===== src/sv/lpht_pkg.sv =====
// ---------------------------------------------------------------------------
// lpht_pkg: shared constants of the linear probe hash table
// Default sizes, field widths, operation codes and result status codes.
// ---------------------------------------------------------------------------
package lpht_pkg;

   localparam int TABLE_SIZE_DEF = 13;
   localparam int KEY_BITS_DEF   = 16;

   localparam int MODE_W       = 2;
   localparam int STATUS_W     = 2;
   localparam int SLOT_INDEX_W = 4;

   localparam logic [MODE_W-1:0] MODE_INSERT = 2'd0;
   localparam logic [MODE_W-1:0] MODE_SEARCH = 2'd1;
   localparam logic [MODE_W-1:0] MODE_CLEAR  = 2'd2;

   localparam logic [STATUS_W-1:0] STATUS_OK        = 2'd0;
   localparam logic [STATUS_W-1:0] STATUS_NOT_FOUND = 2'd1;
   localparam logic [STATUS_W-1:0] STATUS_FULL      = 2'd2;

endpackage


===== src/sv/lpht_if.sv =====
// ---------------------------------------------------------------------------
// lpht request and response channels
// Valid/ready channels; a beat moves when valid and ready are both high.
// ---------------------------------------------------------------------------
interface lpht_req_if #(
   parameter int KEY_BITS = lpht_pkg::KEY_BITS_DEF
);
   logic                        valid;
   logic                        ready;
   logic [lpht_pkg::MODE_W-1:0] mode;
   logic [KEY_BITS-1:0]         key;

   modport source (output valid, output mode, output key, input ready);
   modport sink   (input valid, input mode, input key, output ready);
endinterface

interface lpht_rsp_if;
   logic                              valid;
   logic                              ready;
   logic [lpht_pkg::STATUS_W-1:0]     status;
   logic [lpht_pkg::SLOT_INDEX_W-1:0] slot_index;

   modport source (output valid, output status, output slot_index, input ready);
   modport sink   (input valid, input status, input slot_index, output ready);
endinterface


===== src/sv/linear_probe_hash_table.sv =====
// ---------------------------------------------------------------------------
// linear_probe_hash_table: open addressing hash table with linear probing
// Insert, search and clear over TABLE_SIZE slots; home slot is key mod
// TABLE_SIZE and probing wraps from the last slot to slot 0.
//
//   channel    | dir | beat payload
//   req_chan   | in  | mode, key
//   rsp_chan   | out | status, slot_index
//
// Insert and search: accept, hash, probe (one slot memory read per cycle),
// then load the result. Clear: one slot per cycle, then load the result.
// A full insert and mode three go from accept straight to loading the result.
// Reset starts a clearing pass over all slots with req_chan not ready.
// The result register takes a new beat while the previous one is unread only
// after it drains; req_chan is ready whenever the sequencer is idle.
// ---------------------------------------------------------------------------
module linear_probe_hash_table #(
   parameter int TABLE_SIZE = lpht_pkg::TABLE_SIZE_DEF,
   parameter int KEY_BITS   = lpht_pkg::KEY_BITS_DEF
) (
   input  logic    clock,
   input  logic    reset,
   lpht_req_if.sink   req_chan,
   lpht_rsp_if.source rsp_chan
);

   localparam int IDX_BITS = $clog2(TABLE_SIZE);
   localparam int CNT_BITS = $clog2(TABLE_SIZE + 1);

   localparam logic [2:0] ST_INIT  = 3'd0;
   localparam logic [2:0] ST_IDLE  = 3'd1;
   localparam logic [2:0] ST_HASH  = 3'd2;
   localparam logic [2:0] ST_PROBE = 3'd3;
   localparam logic [2:0] ST_CLEAR = 3'd4;
   localparam logic [2:0] ST_FIN   = 3'd5;

   localparam logic [IDX_BITS-1:0] LAST_SLOT = IDX_BITS'(TABLE_SIZE - 1);
   localparam logic [CNT_BITS-1:0] FULL_CNT  = CNT_BITS'(TABLE_SIZE);
   localparam logic [CNT_BITS-1:0] LAST_CNT  = CNT_BITS'(TABLE_SIZE - 1);

   logic [2:0]                      state_ff, state_in;
   logic [lpht_pkg::MODE_W-1:0]     mode_ff, mode_in;
   logic [KEY_BITS-1:0]             key_ff, key_in;
   logic [CNT_BITS-1:0]             fill_ff, fill_in;
   logic [IDX_BITS-1:0]             rd_ptr_ff, rd_ptr_in;
   logic [IDX_BITS-1:0]             cmp_ptr_ff, cmp_ptr_in;
   logic                            rd_live_ff, rd_live_in;
   logic [CNT_BITS-1:0]             iss_cnt_ff, iss_cnt_in;
   logic [CNT_BITS-1:0]             cmp_cnt_ff, cmp_cnt_in;
   logic [IDX_BITS-1:0]             clr_ptr_ff, clr_ptr_in;
   logic [lpht_pkg::STATUS_W-1:0]   res_status_ff, res_status_in;
   logic [IDX_BITS-1:0]             res_idx_ff, res_idx_in;
   logic                            rsp_valid_ff, rsp_valid_in;
   logic [lpht_pkg::STATUS_W-1:0]   rsp_status_ff, rsp_status_in;
   logic [lpht_pkg::SLOT_INDEX_W-1:0] rsp_idx_ff, rsp_idx_in;

   logic                            hash_start;
   logic                            hash_done;
   logic [IDX_BITS-1:0]             hash_home;
   logic                            wr_en;
   logic [IDX_BITS-1:0]             wr_addr;
   logic                            wr_used;
   logic                            rd_used;
   logic [KEY_BITS-1:0]             rd_key;
   logic                            req_beat;
   logic                            is_insert;
   logic                            hit;
   logic [IDX_BITS+lpht_pkg::SLOT_INDEX_W-1:0] idx_ext;

   lpht_hash #(
      .TABLE_SIZE (TABLE_SIZE),
      .KEY_BITS   (KEY_BITS)
   ) u_hash (
      .clock (clock),
      .reset (reset),
      .start (hash_start),
      .key   (req_chan.key),
      .done  (hash_done),
      .home  (hash_home)
   );

   lpht_slot_store #(
      .TABLE_SIZE (TABLE_SIZE),
      .KEY_BITS   (KEY_BITS)
   ) u_store (
      .clock   (clock),
      .wr_en   (wr_en),
      .wr_addr (wr_addr),
      .wr_used (wr_used),
      .wr_key  (key_ff),
      .rd_addr (rd_ptr_ff),
      .rd_used (rd_used),
      .rd_key  (rd_key)
   );

   assign req_chan.ready      = (state_ff == ST_IDLE);
   assign req_beat            = req_chan.valid && (state_ff == ST_IDLE);
   assign rsp_chan.valid      = rsp_valid_ff;
   assign rsp_chan.status     = rsp_status_ff;
   assign rsp_chan.slot_index = rsp_idx_ff;

   assign is_insert = (mode_ff == lpht_pkg::MODE_INSERT);
   assign hit       = is_insert ? !rd_used : (rd_used && (rd_key == key_ff));
   assign idx_ext   = {{lpht_pkg::SLOT_INDEX_W{1'b0}}, res_idx_ff};

   always_comb begin
      state_in      = state_ff;
      mode_in       = mode_ff;
      key_in        = key_ff;
      fill_in       = fill_ff;
      rd_ptr_in     = rd_ptr_ff;
      cmp_ptr_in    = cmp_ptr_ff;
      rd_live_in    = 1'b0;
      iss_cnt_in    = iss_cnt_ff;
      cmp_cnt_in    = cmp_cnt_ff;
      clr_ptr_in    = clr_ptr_ff;
      res_status_in = res_status_ff;
      res_idx_in    = res_idx_ff;
      rsp_valid_in  = rsp_valid_ff && !rsp_chan.ready;
      rsp_status_in = rsp_status_ff;
      rsp_idx_in    = rsp_idx_ff;
      hash_start    = 1'b0;
      wr_en         = 1'b0;
      wr_addr       = clr_ptr_ff;
      wr_used       = 1'b0;

      case (state_ff)
         ST_INIT, ST_CLEAR: begin
            wr_en      = 1'b1;
            fill_in    = '0;
            clr_ptr_in = (clr_ptr_ff == LAST_SLOT) ? '0 : clr_ptr_ff + 1'b1;
            if (clr_ptr_ff == LAST_SLOT) begin
               state_in = (state_ff == ST_INIT) ? ST_IDLE : ST_FIN;
            end
         end
         ST_IDLE: begin
            if (req_beat) begin
               mode_in       = req_chan.mode;
               key_in        = req_chan.key;
               res_status_in = lpht_pkg::STATUS_OK;
               res_idx_in    = '0;
               clr_ptr_in    = '0;
               case (req_chan.mode)
                  lpht_pkg::MODE_INSERT: begin
                     if (fill_ff == FULL_CNT) begin
                        res_status_in = lpht_pkg::STATUS_FULL;
                        state_in      = ST_FIN;
                     end else begin
                        hash_start = 1'b1;
                        state_in   = ST_HASH;
                     end
                  end
                  lpht_pkg::MODE_SEARCH: begin
                     hash_start = 1'b1;
                     state_in   = ST_HASH;
                  end
                  lpht_pkg::MODE_CLEAR: begin
                     state_in = ST_CLEAR;
                  end
                  default: begin
                     state_in = ST_FIN;
                  end
               endcase
            end
         end
         ST_HASH: begin
            if (hash_done) begin
               rd_ptr_in  = hash_home;
               iss_cnt_in = '0;
               cmp_cnt_in = '0;
               state_in   = ST_PROBE;
            end
         end
         ST_PROBE: begin
            if (iss_cnt_ff != FULL_CNT) begin
               rd_ptr_in  = (rd_ptr_ff == LAST_SLOT) ? '0 : rd_ptr_ff + 1'b1;
               iss_cnt_in = iss_cnt_ff + 1'b1;
               rd_live_in = 1'b1;
               cmp_ptr_in = rd_ptr_ff;
            end
            if (rd_live_ff) begin
               cmp_cnt_in = cmp_cnt_ff + 1'b1;
               if (hit) begin
                  res_status_in = lpht_pkg::STATUS_OK;
                  res_idx_in    = cmp_ptr_ff;
                  state_in      = ST_FIN;
                  if (is_insert) begin
                     wr_en   = 1'b1;
                     wr_addr = cmp_ptr_ff;
                     wr_used = 1'b1;
                     fill_in = fill_ff + 1'b1;
                  end
               end else if (cmp_cnt_ff == LAST_CNT) begin
                  res_status_in = is_insert ? lpht_pkg::STATUS_FULL
                                            : lpht_pkg::STATUS_NOT_FOUND;
                  res_idx_in    = '0;
                  state_in      = ST_FIN;
               end
            end
         end
         ST_FIN: begin
            if (!rsp_valid_ff || rsp_chan.ready) begin
               rsp_valid_in  = 1'b1;
               rsp_status_in = res_status_ff;
               rsp_idx_in    = idx_ext[lpht_pkg::SLOT_INDEX_W-1:0];
               state_in      = ST_IDLE;
            end
         end
         default: begin
            state_in = ST_IDLE;
         end
      endcase
   end

   always_ff @(posedge clock) begin
      mode_ff       <= mode_in;
      key_ff        <= key_in;
      rd_ptr_ff     <= rd_ptr_in;
      cmp_ptr_ff    <= cmp_ptr_in;
      iss_cnt_ff    <= iss_cnt_in;
      cmp_cnt_ff    <= cmp_cnt_in;
      res_status_ff <= res_status_in;
      res_idx_ff    <= res_idx_in;
      rsp_status_ff <= rsp_status_in;
      rsp_idx_ff    <= rsp_idx_in;
      if (reset) begin
         state_ff     <= ST_INIT;
         fill_ff      <= '0;
         rd_live_ff   <= 1'b0;
         clr_ptr_ff   <= '0;
         rsp_valid_ff <= 1'b0;
      end else begin
         state_ff     <= state_in;
         fill_ff      <= fill_in;
         rd_live_ff   <= rd_live_in;
         clr_ptr_ff   <= clr_ptr_in;
         rsp_valid_ff <= rsp_valid_in;
      end
   end

endmodule


===== src/sv/lpht_hash.sv =====
// ---------------------------------------------------------------------------
// lpht_hash: home slot unit
// Computes key mod TABLE_SIZE by reciprocal multiply, back multiply and one
// correcting subtract, over three registered steps.
// ---------------------------------------------------------------------------
module lpht_hash #(
   parameter int TABLE_SIZE = lpht_pkg::TABLE_SIZE_DEF,
   parameter int KEY_BITS   = lpht_pkg::KEY_BITS_DEF
) (
   input  logic                          clock,
   input  logic                          reset,
   input  logic                          start,
   input  logic [KEY_BITS-1:0]           key,
   output logic                          done,
   output logic [$clog2(TABLE_SIZE)-1:0] home
);

   localparam int IDX_BITS = $clog2(TABLE_SIZE);
   localparam int SHIFT    = KEY_BITS + IDX_BITS;
   localparam int PROD_W   = 2 * KEY_BITS + 1;
   localparam int QT_W     = KEY_BITS + IDX_BITS + 1;
   localparam longint unsigned MULT_L = (64'd1 << SHIFT) / TABLE_SIZE;
   localparam logic [KEY_BITS:0] MULT = (KEY_BITS+1)'(MULT_L);

   logic [KEY_BITS-1:0] key_ff, key_in;
   logic [PROD_W-1:0]   prod_ff, prod_in;
   logic [KEY_BITS-1:0] qt_ff, qt_in;
   logic [2:0]          stage_ff, stage_in;
   logic [KEY_BITS-1:0] quot;
   logic [QT_W-1:0]     rem_raw;
   logic [QT_W-1:0]     rem_fix;

   always_comb begin
      key_in   = start ? key : key_ff;
      prod_in  = PROD_W'(key_ff) * PROD_W'(MULT);
      quot     = KEY_BITS'(prod_ff >> SHIFT);
      qt_in    = KEY_BITS'(QT_W'(quot) * QT_W'(TABLE_SIZE));
      stage_in = {stage_ff[1:0], start};
      rem_raw  = QT_W'(key_ff - qt_ff);
      rem_fix  = (rem_raw >= QT_W'(TABLE_SIZE)) ? rem_raw - QT_W'(TABLE_SIZE) : rem_raw;
   end

   assign done = stage_ff[2];
   assign home = IDX_BITS'(rem_fix);

   always_ff @(posedge clock) begin
      key_ff  <= key_in;
      prod_ff <= prod_in;
      qt_ff   <= qt_in;
      if (reset) begin
         stage_ff <= '0;
      end else begin
         stage_ff <= stage_in;
      end
   end

endmodule


===== src/sv/lpht_slot_store.sv =====
// ---------------------------------------------------------------------------
// lpht_slot_store: slot memory
// One entry per slot holding the used flag and the key; one write port and
// one registered read port.
// ---------------------------------------------------------------------------
module lpht_slot_store #(
   parameter int TABLE_SIZE = lpht_pkg::TABLE_SIZE_DEF,
   parameter int KEY_BITS   = lpht_pkg::KEY_BITS_DEF
) (
   input  logic                          clock,
   input  logic                          wr_en,
   input  logic [$clog2(TABLE_SIZE)-1:0] wr_addr,
   input  logic                          wr_used,
   input  logic [KEY_BITS-1:0]           wr_key,
   input  logic [$clog2(TABLE_SIZE)-1:0] rd_addr,
   output logic                          rd_used,
   output logic [KEY_BITS-1:0]           rd_key
);

   logic [KEY_BITS:0] mem [TABLE_SIZE];
   logic [KEY_BITS:0] rd_data_ff;

   always_ff @(posedge clock) begin
      if (wr_en) begin
         mem[wr_addr] <= {wr_used, wr_key};
      end
      rd_data_ff <= mem[rd_addr];
   end

   assign rd_used = rd_data_ff[KEY_BITS];
   assign rd_key  = rd_data_ff[KEY_BITS-1:0];

endmodule


===== src/flat_wrapper.sv =====
// flat-port wrapper written by rule: the top's interface ports become plain ports
module linear_probe_hash_table_flat 
#(
   parameter int TABLE_SIZE = lpht_pkg::TABLE_SIZE_DEF,
   parameter int KEY_BITS   = lpht_pkg::KEY_BITS_DEF
)
  (clock, reset, req_chan_valid, req_chan_mode, req_chan_key, req_chan_ready, rsp_chan_valid, rsp_chan_status, rsp_chan_slot_index, rsp_chan_ready);
  lpht_req_if #(.KEY_BITS(KEY_BITS)) req_chan_i ();
  lpht_rsp_if rsp_chan_i ();
  input  logic clock;
  input  logic reset;
  input wire logic [$bits(req_chan_i.valid)-1:0] req_chan_valid;
  input wire logic [$bits(req_chan_i.mode)-1:0] req_chan_mode;
  input wire logic [$bits(req_chan_i.key)-1:0] req_chan_key;
  output wire logic [$bits(req_chan_i.ready)-1:0] req_chan_ready;
  output wire logic [$bits(rsp_chan_i.valid)-1:0] rsp_chan_valid;
  output wire logic [$bits(rsp_chan_i.status)-1:0] rsp_chan_status;
  output wire logic [$bits(rsp_chan_i.slot_index)-1:0] rsp_chan_slot_index;
  input wire logic [$bits(rsp_chan_i.ready)-1:0] rsp_chan_ready;
  assign req_chan_i.valid = req_chan_valid;
  assign req_chan_i.mode = req_chan_mode;
  assign req_chan_i.key = req_chan_key;
  assign req_chan_ready = req_chan_i.ready;
  assign rsp_chan_valid = rsp_chan_i.valid;
  assign rsp_chan_status = rsp_chan_i.status;
  assign rsp_chan_slot_index = rsp_chan_i.slot_index;
  assign rsp_chan_i.ready = rsp_chan_ready;
  linear_probe_hash_table #(.TABLE_SIZE(TABLE_SIZE), .KEY_BITS(KEY_BITS)) u_core (.clock(clock), .reset(reset), .req_chan(req_chan_i), .rsp_chan(rsp_chan_i));
endmodule

===== config.mk =====
export PLATFORM = sky130hd
export DESIGN_NAME = linear_probe_hash_table_flat
export DESIGN_NICKNAME = d
export VERILOG_FILES = /design/src/sv/lpht_pkg.sv /design/src/sv/lpht_if.sv /design/src/sv/linear_probe_hash_table.sv /design/src/sv/lpht_hash.sv /design/src/sv/lpht_slot_store.sv /design/src/flat_wrapper.sv
export SDC_FILE = /design/constraint.sdc
export NUM_CORES = 1
export LEC_CHECK = 0
export BUFFER_PORTS_ARGS = -buffer_cell sky130_fd_sc_hd__buf_2
export CAP_MARGIN = 20
export CELL_PAD_IN_SITES_DETAIL_PLACEMENT = 2
export CELL_PAD_IN_SITES_GLOBAL_PLACEMENT = 2
export CORE_ASPECT_RATIO = 0.9
export CORE_UTILIZATION = 48
export CTS_BUF_LIST = sky130_fd_sc_hd__clkbuf_4
export CTS_CLUSTER_DIAMETER = 30
export CTS_CLUSTER_SIZE = 10
export DETAILED_ROUTE_END_ITERATION = 10
export HOLD_SLACK_MARGIN = 0.06
export PLACE_DENSITY = 0.94
export SYNTH_ARGS = -nofsm -noshare
export SYNTH_HDL_FRONTEND = slang
export SYNTH_SLANG_ARGS = --single-unit
export TNS_END_PERCENT = 1

===== constraint.sdc =====
create_clock -name clock -period 7.4 [get_ports clock]
set_clock_uncertainty 0.2 [all_clocks]
set_input_delay 0.37 -clock clock [delete_from_list [all_inputs] [get_ports clock]]
set_output_delay 0.37 -clock clock [all_outputs]
set_load 0.01 [all_outputs]

==> flow_metrics.tcl <==
set metrics [dict create \
    synth-seq-cells 345 \
    yosys_warnings 0 \
    totalWireLength_um 86300 \
    critPathMaxStageDelay_ns 0.69 \
    drc_errors 0 \
    end_kind "register" \
    dieArea_um2 40160 \
    synth.distinct_cells 70 \
    area_growth_pct 14.53 \
    synth_area_leader_cell "edfxtp_1" \
    gr-usage-all-layers_pct 43.71 \
    hold_ws_ns 0.05038 \
    hold_violations 0 \
    dpl.cell_count 1904 \
    die_height_um 190.2 \
    layout_min_cycle_time_ns 7.215 \
    drive_gt1_share_pct 18.61 \
    post_cts_buffers 0 \
    status "complete, no violations" \
    rows 68 \
    crit_type "register to register" \
    grt_overflow 0 \
    synth-xor-area-share_pct 2.503 \
    cts_sinks 345 \
    grt_max_degree 57 \
    cts_resized 0 \
    synthTopCellsByArea "edfxtp_1 45%, ha_1 12%, fa_1 9.3%" \
    synth-compound-area-share_pct 5.226 \
    antenna_found_initial 8 \
    place_congestion 0.8678 \
    hold_path_class "primary input to register" \
    cts_root_buf "clkbuf_4" \
    synth_ff_type "edfxtp_1" \
    cp_cell_sequence "inv_1 -> fa_1 -> fa_1 -> inv_1 -> fa_1 -> fa_1 -> fa_1 -> inv_1 -> fa_1 -> inv_1 -> ha_1 -> a21oi_1 -> o21ai_0 -> a221oi_1 -> o2bb2ai_1 -> o21ai_0 -> o21ai_1 -> a21o_1 -> a21oi_1 -> xnor2_1" \
    first_iter_violations 1527 \
    ys_async_sr_fraction_pct 0 \
    synth.most_common_cell "edfxtp_1" \
    hpwlAfterDp_um 45870 \
    place_ws_ns 0.7722 \
    r2r_setup_slack_ns 0.18 \
    synth_edf_count 283 \
    required_ns 7.96 \
    clock_path_buffers 3 \
    finalWorstSetupSlack_ns 0.1847 \
    worstHoldPathCells 2 \
    die_w_um 211.1 \
    grt_pass1_vias 15670 \
    num_vias 14000 \
    ir_worst_vdd_uv 115.1 \
    avgSynthCellArea_um2 13.90 \
    portBuffers 29 \
    start_util_pct 49.02 \
    cap_violations 0 \
    coreArea_um2 38540 \
    cts_made_buffers 77 \
    crit_fanout 8 \
    ioPinCount 30 \
    dr.pass1.iters 5 \
    clk_pin_slew_ns 0.18 \
    cts_hold_buffers 28 \
    syn-num-nets 1657 \
    rr_worst_depth 20 \
    hold_end "u_core.key_ff[14]" \
    wl_per_cell_um 41.33 \
    crit_arrival_ns 7.78 \
    setup_tns_ns 0 \
    nNetsFinal 1792 \
    critical_path.slowest_cell "edfxtp_1" \
    critPathLaunchType "register" \
    fin_cells 2088 \
    syn-cell-area_um2 18890 \
    cp_top_family "adder cells" \
    insertion_delay_ns 0.96 \
    antenna_left 0 \
    hold_start "req_chan_key[14]" \
    slew_headroom_pct 28.72 \
    grt_pass1_wl_um 119800 \
    tightest_slew_ns 1.068 \
    synth_top_family_by_area "adder cells" \
    power_density_nw_per_um2 292.6 \
    synthAdderAreaFrac_pct 21.78 \
    r2r_start "u_core.u_hash.key_ff[1]" \
    synth.top_cell.area_share_pct 44.98 \
    slew_violations 0 \
    path_buf_inv 4 \
    cpMostUsedCell "fa_1" \
    period_share_pct 97.50 \
    seq_area_frac_synth_pct 51.55 \
    final-setup-viol-count 0 \
    fmax_mhz 138.6 \
    syn_inst 1359 \
    synth.area.mux_share_pct 8.371 \
    via_per_inst 6.705 \
    r2r_end "u_core.u_hash.prod_ff[32]" \
    rsz0062_at_grt "no" \
    htree_levels 3 \
    yosys.area_share.simple_pct 5.616 \
    yosys-top-cells-count "283 x edfxtp_1, 221 x inv_1, 188 x ha_1, 88 x fa_1, 74 x nor2_1" \
    cts_tree "yes" \
    leakage_nw 8.950 \
    power_w 0.006331 \
]
cell families after synthesis:
family	Yosys count
adders and majority gates	276
xor gates and xnor gates	54
and+or+nand+nor	220
muxes	73
buffers and inverters	249
AOI/OAI and AO/OA	142
DFF	345
layout make-up:
type	count	area, um2
diodes	5	12.51
repair buffers	83	760.7
flip-flops and latches	345	9739
fillers	3453	16910
clock inverters	54	713.2
clock buffers	89	668.1
multi-input cells	765	8253
inverters	222	833.3
well taps	525	656.9
metrics by stage:
step	util, %	cell area, um2
finish	56.14	21640
global route	56.12	21630
CTS	55.76	21490
detailed placement	51.45	19830
global placement	51.20	19730
floorplan	-	18890
per-layer routing:
metal / GRT usage (%) / routed length, um / vias up
li1: - / - / 5182
met1: 44.77 / 27640 / 7119
met2: 73.86 / 42190 / 1168
met3: 12.62 / 7604 / 524
met4: 37.15 / 8792 / 8
met5: 0 / 64 / -
power by group:
| part | switching (W) | internal [W] |
|---|---|---|
| Clock | 0.00122 | 0.00112 |
| Combinational | 0.00114 | 0.000556 |
| Sequential | 0.0000928 | 0.00220 |
| Total | 0.00245 | 0.00388 |
registers in the layout, summed over array words and instances, names as in the netlist, 4 cells and up:
| name | cells |
|---|---|
| u_core.clr_ptr_ff | 4 |
| u_core.cmp_cnt_ff | 4 |
| u_core.iss_cnt_ff | 4 |
| u_core.u_store.mem | 221 |
| u_core.u_store.rd_data_ff | 17 |
| u_core.u_hash.prod_ff | 13 |
| u_core.rsp_chan.slot_index | 4 |
| u_core.key_ff | 16 |
| u_core.fill_ff | 4 |
| u_core.cmp_ptr_ff | 4 |
| u_core.u_hash.qt_ff | 16 |
| u_core.res_idx_ff | 4 |
| u_core.u_hash.key_ff | 16 |
| u_core.rd_ptr_ff | 4 |
placed cells by master, fill, tap and decap left out, drive strengths merged, types with 4 or more instances in the layout:
| cell type | count |
|---|---|
| edfxtp | 283 |
| inv | 231 |
| ha | 188 |
| clkbuf | 89 |
| fa | 88 |
| nor2 | 74 |
| mux4 | 68 |
| dfxtp | 62 |
| buf | 52 |
| nand2 | 38 |
| a21oi | 38 |
| xor2 | 31 |
| dlygate4sd3 | 31 |
| nor3 | 25 |
| nand3 | 24 |
| o21ai | 24 |
| xnor2 | 23 |
| clkinv | 22 |
| a21o | 14 |
| bufinv | 14 |
| o21a | 12 |
| a31oi | 9 |
| clkinvlp | 9 |
| nor2b | 8 |
| nand2b | 8 |
| and3 | 7 |
| or2 | 6 |
| a211oi | 6 |
| diode | 5 |
| nand4 | 5 |
| mux2i | 5 |
| and2 | 4 |
| or3 | 4 |
| nor4 | 4 |
| a221oi | 4 |
worst register-to-register path, stage by stage, from the launching register on:
cell and delay, ns:
edfxtp_1 0.69, inv_1 0.25, fa_1 0.59, fa_1 0.53, inv_1 0.08, fa_1 0.54
fa_1 0.50, fa_1 0.61, inv_1 0.09, fa_1 0.55, inv_1 0.05, ha_1 0.34
a21oi_1 0.14, o21ai_0 0.11, a221oi_1 0.31, o2bb2ai_1 0.23, o21ai_0 0.29, o21ai_1 0.18
a21o_1 0.27, a21oi_1 0.37, xnor2_1 0.18
worst max path at each step:
stage | from | cells after the start | end
2_1_floorplan | u_core.u_hash.key_ff[1] | 19 | u_core.u_hash.prod_ff[29]
3_3_place_gp | u_core.u_hash.key_ff[1] | 20 | u_core.u_hash.prod_ff[32]
3_5_place_dp | u_core.u_hash.key_ff[1] | 20 | u_core.u_hash.prod_ff[32]
4_1_cts | u_core.u_hash.key_ff[3] | 20 | u_core.u_hash.prod_ff[32]
5_1_grt | u_core.u_hash.key_ff[1] | 20 | u_core.u_hash.prod_ff[32]
6_report | u_core.u_hash.key_ff[1] | 20 | u_core.u_hash.prod_ff[32]
Power figures use the tool's default switching activity.
